--- src/rtl/core/dhft_pkg.sv ---
// ----------------------------------------------------------------------------
// dhft_pkg
// shared types, constants and character helpers for the binary64 hex text unit
// ----------------------------------------------------------------------------
package dhft_pkg;

  localparam int BitsW   = 64;
  localparam int FracW   = 52;
  localparam int ExpW    = 11;
  localparam int MagW    = 10;
  localparam int BcdW    = 16;
  localparam int CharW   = 7;
  localparam int StepW   = 4;

  localparam logic [ExpW-1:0]  ExpAllOnes  = 11'h7FF;
  localparam logic [ExpW-1:0]  ExpBias     = 11'h3FF;
  localparam logic [StepW-1:0] DabbleSteps = 4'd10;

  localparam logic [CharW-1:0] ChMinus = 7'h2D;
  localparam logic [CharW-1:0] ChPlus  = 7'h2B;
  localparam logic [CharW-1:0] ChDot   = 7'h2E;
  localparam logic [CharW-1:0] ChZero  = 7'h30;
  localparam logic [CharW-1:0] ChOne   = 7'h31;
  localparam logic [CharW-1:0] ChX     = 7'h78;
  localparam logic [CharW-1:0] ChP     = 7'h70;
  localparam logic [CharW-1:0] ChI     = 7'h69;
  localparam logic [CharW-1:0] ChN     = 7'h6E;
  localparam logic [CharW-1:0] ChF     = 7'h66;
  localparam logic [CharW-1:0] ChA     = 7'h61;

  typedef enum logic [3:0] {
    S_IDLE,
    S_MINUS,
    S_SPEC,
    S_ZERO,
    S_X,
    S_LEAD,
    S_DOT,
    S_FRAC,
    S_P,
    S_ESIGN,
    S_DIGIT
  } state_t;

  typedef struct packed {
    logic            start;
    logic [MagW-1:0] mag;
  } bcd_req_t;

  typedef struct packed {
    logic            busy;
    logic [BcdW-1:0] digits;
  } bcd_stat_t;

  function automatic logic [CharW-1:0] hex_char(input logic [3:0] nib);
    logic [CharW-1:0] c;
    if (nib < 4'd10) begin
      c = ChZero + {3'b000, nib};
    end else begin
      c = ChA - 7'd10 + {3'b000, nib};
    end
    return c;
  endfunction

  // "inf" or "nan" by position
  function automatic logic [CharW-1:0] spec_char(input logic is_nan, input logic [1:0] idx);
    logic [CharW-1:0] c;
    case (idx)
      2'd0:    c = is_nan ? ChN : ChI;
      2'd1:    c = is_nan ? ChA : ChN;
      default: c = is_nan ? ChN : ChF;
    endcase
    return c;
  endfunction

endpackage

--- src/rtl/core/double_to_hex_float_text_unit.sv ---
// ----------------------------------------------------------------------------
// double_to_hex_float_text_unit
// formats a binary64 bit pattern as hex float text, one character per transaction
// ----------------------------------------------------------------------------
// the first character is registered after the sequencer leaves idle on the input transaction
// throughput: one character per cycle while out_ready is high; the exponent sign
//   waits on the 10-step bcd converter started at input
// one item at a time: in_ready is high only while the sequencer is idle
// reset: synchronous, clears sequencer state and the output valid
module double_to_hex_float_text_unit (
  input  logic                        clk,
  input  logic                        rst,
  input  logic                        in_valid,
  output logic                        in_ready,
  input  logic [dhft_pkg::BitsW-1:0]  bits,
  output logic                        out_valid,
  input  logic                        out_ready,
  output logic [dhft_pkg::CharW-1:0]  char_code,
  output logic                        last
);
  import dhft_pkg::*;

  state_t           state;
  state_t           state_next;
  logic [ExpW-1:0]  bexp;
  logic [FracW-1:0] frac;
  logic             is_nan;
  logic             eneg;
  logic [1:0]       spec_idx;
  logic [1:0]       dig_idx;
  logic [1:0]       top_idx;

  logic             accept;
  logic             can_load;
  logic             emit;
  logic [CharW-1:0] ch;
  logic             ch_last;

  logic [ExpW-1:0]  in_bexp;
  logic [ExpW-1:0]  in_diff;
  state_t           first_body;

  bcd_req_t         req;
  bcd_stat_t        stat;

  assign in_bexp = bits[BitsW-2 -: ExpW];
  assign in_diff = (in_bexp >= ExpBias) ? (in_bexp - ExpBias) : (ExpBias - in_bexp);
  assign accept  = in_valid && in_ready;
  assign in_ready = (state == S_IDLE);
  assign can_load = !out_valid || out_ready;

  assign req.start = accept;
  assign req.mag   = (in_bexp == '0) ? '0 : in_diff[MagW-1:0];

  dhft_bcd u_bcd (
    .clk  (clk),
    .rst  (rst),
    .req  (req),
    .stat (stat)
  );

  always_comb begin
    if (stat.digits[15:12] != 4'd0) begin
      top_idx = 2'd3;
    end else if (stat.digits[11:8] != 4'd0) begin
      top_idx = 2'd2;
    end else if (stat.digits[7:4] != 4'd0) begin
      top_idx = 2'd1;
    end else begin
      top_idx = 2'd0;
    end
  end

  assign first_body = (bexp == ExpAllOnes) ? S_SPEC : S_ZERO;

  // character and emit control
  always_comb begin
    emit    = 1'b0;
    ch      = ChZero;
    ch_last = 1'b0;
    unique case (state)
      S_IDLE: begin
        emit = 1'b0;
      end
      S_MINUS: begin
        emit = can_load;
        ch   = ChMinus;
      end
      S_SPEC: begin
        emit    = can_load;
        ch      = spec_char(is_nan, spec_idx);
        ch_last = (spec_idx == 2'd2);
      end
      S_ZERO: begin
        emit = can_load;
        ch   = ChZero;
      end
      S_X: begin
        emit = can_load;
        ch   = ChX;
      end
      S_LEAD: begin
        emit = can_load;
        ch   = (bexp != '0) ? ChOne : ChZero;
      end
      S_DOT: begin
        emit = can_load;
        ch   = ChDot;
      end
      S_FRAC: begin
        emit = can_load;
        ch   = hex_char(frac[FracW-1 -: 4]);
      end
      S_P: begin
        emit = can_load;
        ch   = ChP;
      end
      S_ESIGN: begin
        emit = can_load && !stat.busy;
        ch   = eneg ? ChMinus : ChPlus;
      end
      S_DIGIT: begin
        emit    = can_load;
        ch      = ChZero + {3'b000, stat.digits[{dig_idx, 2'b00} +: 4]};
        ch_last = (dig_idx == 2'd0);
      end
      default: begin
        emit = 1'b0;
      end
    endcase
  end

  always_comb begin
    state_next = state;
    unique case (state)
      S_IDLE: begin
        if (accept) begin
          if (bits[BitsW-1]) begin
            state_next = S_MINUS;
          end else if (in_bexp == ExpAllOnes) begin
            state_next = S_SPEC;
          end else begin
            state_next = S_ZERO;
          end
        end
      end
      S_MINUS: if (emit) state_next = first_body;
      S_SPEC:  if (emit && spec_idx == 2'd2) state_next = S_IDLE;
      S_ZERO:  if (emit) state_next = S_X;
      S_X:     if (emit) state_next = S_LEAD;
      S_LEAD:  if (emit) state_next = (frac != '0) ? S_DOT : S_P;
      S_DOT:   if (emit) state_next = S_FRAC;
      S_FRAC:  if (emit && frac[FracW-5:0] == '0) state_next = S_P;
      S_P:     if (emit) state_next = S_ESIGN;
      S_ESIGN: if (emit) state_next = S_DIGIT;
      S_DIGIT: if (emit && dig_idx == 2'd0) state_next = S_IDLE;
      default: state_next = S_IDLE;
    endcase
  end

  always_ff @(posedge clk) begin
    if (rst) begin
      state     <= S_IDLE;
      out_valid <= 1'b0;
    end else begin
      state <= state_next;
      if (emit) begin
        out_valid <= 1'b1;
      end else if (out_ready) begin
        out_valid <= 1'b0;
      end
    end
  end

  always_ff @(posedge clk) begin
    if (emit) begin
      char_code <= ch;
      last      <= ch_last;
    end
    if (accept) begin
      bexp     <= in_bexp;
      frac     <= bits[FracW-1:0];
      is_nan   <= (bits[FracW-1:0] != '0);
      eneg     <= (in_bexp != '0) && (in_bexp < ExpBias);
      spec_idx <= 2'd0;
    end else begin
      if (emit && state == S_SPEC) begin
        spec_idx <= spec_idx + 2'd1;
      end
      if (emit && state == S_FRAC) begin
        frac <= {frac[FracW-5:0], 4'h0};
      end
    end
    if (emit && state == S_ESIGN) begin
      dig_idx <= top_idx;
    end else if (emit && state == S_DIGIT) begin
      dig_idx <= dig_idx - 2'd1;
    end
  end

endmodule

--- src/rtl/core/dhft_bcd.sv ---
// ----------------------------------------------------------------------------
// dhft_bcd
// iterative shift-and-add-3 binary to bcd converter for the exponent magnitude
// ----------------------------------------------------------------------------
module dhft_bcd (
  input  logic              clk,
  input  logic              rst,
  input  dhft_pkg::bcd_req_t  req,
  output dhft_pkg::bcd_stat_t stat
);
  import dhft_pkg::*;

  logic [StepW-1:0] cnt;
  logic             run;
  logic [MagW-1:0]  mag;
  logic [BcdW-1:0]  bcd;
  logic [BcdW-1:0]  adj;

  always_comb begin
    adj = bcd;
    for (int i = 0; i < BcdW / 4; i++) begin
      if (adj[4*i +: 4] >= 4'd5) begin
        adj[4*i +: 4] = adj[4*i +: 4] + 4'd3;
      end
    end
  end

  always_ff @(posedge clk) begin
    if (rst) begin
      run <= 1'b0;
      cnt <= '0;
    end else if (req.start) begin
      run <= 1'b1;
      cnt <= DabbleSteps;
    end else if (run) begin
      cnt <= cnt - 1'b1;
      if (cnt == 4'd1) begin
        run <= 1'b0;
      end
    end
  end

  always_ff @(posedge clk) begin
    if (req.start) begin
      mag <= req.mag;
      bcd <= '0;
    end else if (run) begin
      bcd <= {adj[BcdW-2:0], mag[MagW-1]};
      mag <= {mag[MagW-2:0], 1'b0};
    end
  end

  assign stat.busy   = run;
  assign stat.digits = bcd;

endmodule

--- config.mk ---
export PLATFORM = sky130hd
export DESIGN_NAME = double_to_hex_float_text_unit
export DESIGN_NICKNAME = d
export VERILOG_FILES = /design/src/rtl/core/dhft_pkg.sv /design/src/rtl/core/double_to_hex_float_text_unit.sv /design/src/rtl/core/dhft_bcd.sv
export SDC_FILE = /design/constraint.sdc
export NUM_CORES = 1
export LEC_CHECK = 0
export ABC_AREA = 1
export ABC_CLOCK_PERIOD_IN_PS = 5700
export BUFFER_PORTS_ARGS = -buffer_cell sky130_fd_sc_hd__buf_2
export CAP_MARGIN = 20
export CORE_MARGIN = 5
export CORE_UTILIZATION = 55
export CTS_CLUSTER_SIZE = 30
export DETAILED_ROUTE_END_ITERATION = 10
export PLACE_DENSITY_LB_ADDON = 0.12
export SLEW_MARGIN = 20
export SYNTH_ARGS = -nofsm -noshare
export SYNTH_HDL_FRONTEND = slang
export SYNTH_SLANG_ARGS = --single-unit
--- constraint.sdc ---
create_clock -name clk -period 5.7 [get_ports clk]
set_input_delay 0.285 -clock clk [delete_from_list [all_inputs] [get_ports clk]]
set_output_delay 0.285 -clock clk [all_outputs]
set_load 0.02 [all_outputs]
==> results of run 1 <==
sequential cells by signal, summed over array words and instances (netlist names), 2 cells and up:
signal     flops
u_bcd.cnt      4
bexp          11
u_bcd.bcd     16
char_code      7
state          4
dig_idx        2
frac          52
u_bcd.mag     10
spec_idx       2
metal layers:
metal  track usage [%]  vias to the layer above  wire length [um]
met5                 0                        -                 0
met4             9.049                        0               327
met3             6.062                       34              1062
met2             37.87                      206              7107
met1             28.84                     2429              6286
li1                  -                     2672                 -
worst reg2reg max path, stage by stage (launching register included):
cell and delay [ps]:
dfxtp_1 440, inv_1 130, nand2_4 110, nor2_4 60
nand2_4 150, buf_4 700, inv_2 540, nand2_1 170
o21ai_0 100
Yosys cell counts, drive strengths merged (2+ instances only):
cell	n	share of area, %
a32oi	4	0.56
and3	4	0.40
dfxtp	28	9.0
xor2	5	0.70
o22ai	5	0.60
nor2	87	5.6
nor3	10	0.89
nor4	7	0.70
inv	112	6.8
ha	21	4.2
buf	14	1.3
nand3b	2	0.24
o211ai	3	0.36
edfxtp	85	41
nand4	14	1.4
a31oi	2	0.20
nand2	181	12
o221ai	2	0.28
o2111ai	2	0.28
a21oi	42	3.6
o21ai	78	6.3
clkbuf	3	0.18
nand3	23	1.9
o32ai	4	0.56
area by class of cell:
type	instances	area (um2)	share of cell area, %
clock buffer	18	429.2	5.837
inverter	112	422.9	5.752
timing repair buffer	79	400.4	5.446
clock inverter	14	212.7	2.893
multi-input combinational	505	2599	35.35
sequential	113	3113	42.34
tap	140	175.2	2.383
kinds of logic after synthesis:
kind of cell / after synthesis
buffers and inverters: 129
adders and majority gates: 21
other: 1
DFF: 113
AOI/OAI and AO/OA: 148
xor gates and xnor gates: 6
and+or+nand+nor: 329
layout by cell type, fill, tap and decap left out, types with 2 or more instances in the layout:
master	count
nand2_1	171
inv_1	104
edfxtp_1	85
nor2_1	80
buf_2	77
o21ai_0	45
a21oi_1	41
o21ai_1	31
dfxtp_1	28
nand3_1	22
ha_1	21
clkbuf_16	17
nand4_1	14
nor3_1	9
inv_2	7
nor4_1	7
nor2_2	6
nand2_2	6
xor2_1	5
bufinv_16	5
and3_1	4
nand2_4	4
a32oi_1	4
o22ai_1	4
o32ai_1	4
o211ai_1	3
clkinvlp_4	3
a31oi_1	2
o221ai_1	2
o2111ai_1	2
nand3b_1	2
clkinv_2	2
clkinv_4	2
buf_4	2
per-stage QoR:
stage | hold WS, ps | worst slack, ps | instances | cell area [um2] | power (mW)
6_report | 89.49 | 3016 | 981 | 7352 | 3.666
5_1_grt | 76.30 | 2730 | 981 | 7352 | 3.902
4_1_cts | 77.93 | 3009 | 981 | 7352 | 3.681
3_5_place_dp | 492.2 | 3003 | 949 | 6710 | 2.520
3_3_place_gp | 482.8 | 3105 | 949 | 6710 | 2.478
2_1_floorplan | 354.1 | 636.8 | 747 | 6213 | 2.223
report_power, final:
part           switching [mW]  internal (mW)
combinational           0.765          0.346
sequential              0.143           1.26
clock                   0.377          0.774
total                    1.29           2.38
worst min path at each step:
stage / from / endpoint / slack (ps) / cells past startpoint
after floorplan: rst / u_bcd.run / 350 / 1
after global placement: u_bcd.cnt[2] / u_bcd.cnt[2] / 480 / 2
after CTS: bits[53] / bexp[1] / 80 / 1
after detailed placement: u_bcd.cnt[2] / u_bcd.cnt[2] / 490 / 2
final: bits[53] / bexp[1] / 90 / 1
after global routing: bits[53] / bexp[1] / 80 / 1
==> flow_metrics.env, run 1 <==
export IMPL_port_buffers=77
export IMPL_synth_adder_area_share_pct=4.229
export IMPL_max_vdd_ir_drop_mv=0.3648
export IMPL_post_cts_buffers=0
export IMPL_layout_drive_gt1_share_pct=16.77
export IMPL_wl_per_cell_um=15.07
export IMPL_rows=38
export IMPL_r2r_end="frac[49]"
export IMPL_setup_tns_ps=0
export IMPL_end_kind="register"
export IMPL_tightestPinTransition_ps=887.4
export IMPL_synth_xor_area_share_pct=0.8458
export IMPL_critPathKind="reg -> reg"
export IMPL_critical_path_slowest_cell="buf_4"
export IMPL_clkTransAtPathRegs_ps=60
export IMPL_dp_hpwl_um=10750
export IMPL_max_stage_delay_ps=700
export IMPL_vias=5341
export IMPL_syn_inst=747
export IMPL_first_pass_iters=5
export IMPL_grt_pass1_vias=5277
export IMPL_cts_htree_levels=4
export IMPL_postSynthAreaPerCell_um2=8.318
export IMPL_reg2reg_from="state[0]"
export IMPL_io_pins=78
export IMPL_yosys_area_share_simple_pct=22.96
export IMPL_setup_worst_path_end="frac[49]"
export IMPL_synth_area_mux_share_pct=0
export IMPL_path_max_fanout=93
export IMPL_drc=0
export IMPL_fin_crit_ps=2684
export IMPL_power_density_mw_per_mm2=498.7
export IMPL_max_slew_margin_pct=40.70
export IMPL_async_reset_ff_share_pct=0
export IMPL_finalCritPeriodShare_pct=47.09
export IMPL_hold_viol=0
export IMPL_antenna_found_initial=0
export IMPL_viasPerCell=5.444
export IMPL_nFillCells=904
export IMPL_n_antenna_cell=0
export IMPL_fin_skew_ps=9.895
export IMPL_place_congestion=0.9470
export IMPL_synth_compound_area_share_pct=13.55
export IMPL_maxCapViolations=0
export IMPL_cp_depth=8
export IMPL_ys_types=47
export IMPL_reg2reg_slack_ps=3020
export IMPL_synth_edf_count=85
export IMPL_grt_pass1_wl_um=24290
export IMPL_gr_total_overflow=0
export IMPL_grt_max_degree=94
export IMPL_cp_common_cell="nand2_4"
export IMPL_syn2layout_area_growth_pct=18.32
export IMPL_cp_data_arrival_time_ps=2810
export IMPL_cts_buffers_inserted=17
export IMPL_core_area_mm2=0.01094
export IMPL_synth_nets=836
export IMPL_cts_path_max_buffers=2
export IMPL_rr_worst_depth=8
export IMPL_timing_critical_path_buf_inv=3
export IMPL_path_cells="inv_1 -> nand2_4 -> nor2_4 -> nand2_4 -> buf_4 -> inv_2 -> nand2_1 -> o21ai_0"
export IMPL_hold_class="in -> reg"
export IMPL_die_area_mm2=0.01352
export IMPL_setup_viol=0
export IMPL_synth_top_family_by_area="simple AND/OR/NAND/NOR gates"
export IMPL_rsz0062_at_grt="no"
export IMPL_ys_warn_count=0
export IMPL_ctsHoldBuffers=0
export IMPL_cts_tree="done"
export IMPL_crit_start="state[0]"
export IMPL_clkLatencyLatePin_ps=410
export IMPL_die_x_um=116.3
export IMPL_cts_num_sinks=113
export IMPL_p_leak_nw=3.268
export IMPL_initialDrtViolationCount=386
export IMPL_ys_seq_area_share_pct=50.10
export IMPL_finalWirelength_um=14780
export IMPL_cpLargestDelayFamily="buffers and inverters"
export IMPL_start_util_pct=56.82
export IMPL_synthesis_area_mm2=0.006213
export IMPL_slew_violations=0
export IMPL_die_h_um=116.3
export IMPL_max_clock_freq_mhz=372.5
export IMPL_antenna_left=0
export IMPL_cts_root_buf="clkbuf_16"
export IMPL_postCtsResizedCells=0
export IMPL_outcome="complete, no violations"
export IMPL_final_nets=917
export IMPL_final_util_pct=67.23
export IMPL_required_ps=5830
export IMPL_ys_ff_latch=113
export IMPL_synth_flop_cell="edfxtp_1"
export IMPL_grtUsageTotal_pct=22.94
export IMPL_critPathLaunchType="register"
Note: power is estimated with default switching activity, not from simulation.
==> run 2: changes to the inputs <==
ABC_CLOCK_PERIOD_IN_PS = 2600   (was 5700)
clock period = 2.6 ns   (was 5.7 ns; I/O delays follow)
==> run 2 against run 1 <==
Effect of this change: non-clock buffer count is 24 higher; first-iteration DRC count is 38% higher; setup slack worse by 2500 ps; via count is 2.7% higher; critical endpoint is now u_bcd.mag[2]; global-route usage increased by 0.12 points.
==> flow_metrics.env, run 2 (synthesized netlist as in run 1, its figures left out) <==
export IMPL_antenna_left=0
export IMPL_tightestPinTransition_ps=525.7
export IMPL_finalWirelength_um=15010
export IMPL_die_h_um=116.3
export IMPL_place_congestion=0.9654
export IMPL_cts_tree="done"
export IMPL_vias=5487
export IMPL_critPathLaunchType="primary input"
export IMPL_largest_reg_flops=52
export IMPL_cts_root_buf="clkbuf_16"
export IMPL_cts_num_sinks=113
export IMPL_grt_pass1_vias=5337
export IMPL_max_vdd_ir_drop_mv=0.8187
export IMPL_clkTransAtPathRegs_ps=50
export IMPL_cpLargestDelayFamily="buffers and inverters"
export IMPL_power_density_mw_per_mm2=1040
export IMPL_end_kind="register"
export IMPL_first_pass_iters=7
export IMPL_core_area_mm2=0.01094
export IMPL_max_clock_freq_mhz=473.5
export IMPL_setup_tns_ps=0
export IMPL_final_common_cell="nand2_1"
export IMPL_grtUsageTotal_pct=23.06
export IMPL_dp_hpwl_um=10830
export IMPL_grt_pass1_wl_um=24380
export IMPL_drc=0
export IMPL_clkLatencyLatePin_ps=420
export IMPL_grt_max_degree=53
export IMPL_path_cells="dlygate4sd3_1 -> buf_2 -> ha_1 -> nand3_1 -> nor2_1 -> nand4_1 -> nand3_1 -> inv_2 -> o21ai_1 -> inv_1 -> o21ai_1 -> nand2_1"
export IMPL_rsz0062_at_grt="no"
export IMPL_viasPerCell=5.465
export IMPL_layout_drive_gt1_share_pct=16.32
export IMPL_cp_data_arrival_time_ps=2280
export IMPL_reg2reg_slack_ps=660
export IMPL_cts_htree_levels=4
export IMPL_cts_path_max_buffers=2
export IMPL_die_area_mm2=0.01352
export IMPL_max_slew_margin_pct=64.87
export IMPL_finalCritPeriodShare_pct=81.23
export IMPL_max_stage_delay_ps=530
export IMPL_port_buffers=77
export IMPL_post_cts_buffers=0
export IMPL_path_max_fanout=11
export IMPL_setup_viol=0
export IMPL_wl_per_cell_um=14.95
export IMPL_critical_path_slowest_cell="dlygate4sd3_1"
export IMPL_initialDrtViolationCount=531
export IMPL_cts_buffers_inserted=17
export IMPL_hold_class="in -> reg"
export IMPL_slew_violations=0
export IMPL_n_antenna_cell=0
export IMPL_fin_crit_ps=2112
export IMPL_final_nets=941
export IMPL_regMostFlops="frac"
export IMPL_fin_skew_ps=11.02
export IMPL_gr_total_overflow=0
export IMPL_required_ps=2770
export IMPL_nFillCells=874
export IMPL_start_util_pct=56.82
export IMPL_final_cell_mix="171 x nand2_1, 104 x inv_1, 85 x edfxtp_1, 80 x nor2_1, 77 x buf_2"
export IMPL_critPathKind="in -> reg"
export IMPL_syn2layout_area_growth_pct=20.78
export IMPL_power_total_mw=7.807
export IMPL_die_x_um=116.3
export IMPL_io_pins=78
export IMPL_outcome="complete, no violations"
export IMPL_hold_viol=0
export IMPL_p_leak_nw=3.342
export IMPL_maxCapViolations=0
export IMPL_top_regs="frac (52), u_bcd.bcd (16), bexp (11)"
export IMPL_rows=38
export IMPL_timing_critical_path_buf_inv=4
export IMPL_antenna_found_initial=0
## run 2: path summary, 6_finish.rpt
path	startpoint	to	cells after the start
hold / removal	bits[40]	frac[40]	3
setup reg to reg	state[3]	frac[18]	6
setup / recovery	bits[52]	u_bcd.mag[2]	12
hold reg to reg	u_bcd.mag[9]	u_bcd.bcd[0]	2
## run 2: power by group
part / leakage [nW] / internal [mW] / switching (mW)
clock network: 0.270 / 1.44 / 0.773
logic: 2.04 / 0.831 / 1.72
registers: 1.03 / 2.76 / 0.286
total: 3.34 / 5.03 / 2.78
## run 2: what timing repair did
item | 4_1_cts | 5_1_grt
gates resized for setup | 0 | 0
hold endpoints to repair | 20 | 0
hold buffers | 18 | 0
## run 2: final cells by class
type                            count  area [um2]  share of cell area [%]
Sequential cell                   113        3113                   41.48
Multi-Input combinational cell    505        2599                   34.63
Timing Repair Buffer              103       638.1                   8.503
Clock buffer                       23       467.9                   6.235
Inverter                          112       422.9                   5.635
Tap cell                          140       175.2                   2.334
Clock inverter                      8       88.84                   1.184
## run 2: worst reg2reg max path, cell delays in order, from the launching register on
cell and delay, ps:
dfxtp_1 370, inv_1 160, nand2_2 130, nor2_2 280, inv_1 150, o21ai_4 210
buf_12 290
## run 2: stage by stage
stage | setup WS (ps) | utilization [%] | instance area, um2 | cells | hold slack, ps
3_5_place_dp | 641.5 | 61.89 | 6768 | 955 | 356.4
2_1_floorplan | 412.7 | - | 6225 | 747 | 199.1
5_1_grt | 237.8 | 68.63 | 7505 | 1004 | 23.76
3_3_place_gp | 691.8 | 61.89 | 6768 | 955 | 350.0
4_1_cts | 541.4 | 68.63 | 7505 | 1004 | 1.144
6_report | 488.0 | 68.63 | 7505 | 1004 | 11.95
## run 2: routing by layer
metal	global-route usage, %	part of all wire [%]	up-vias
met5	0	0	-
met4	8.971	2.0	0
met3	5.389	6.9	30
met2	37.49	47	214
met1	29.99	44	2529
li1	-	-	2714
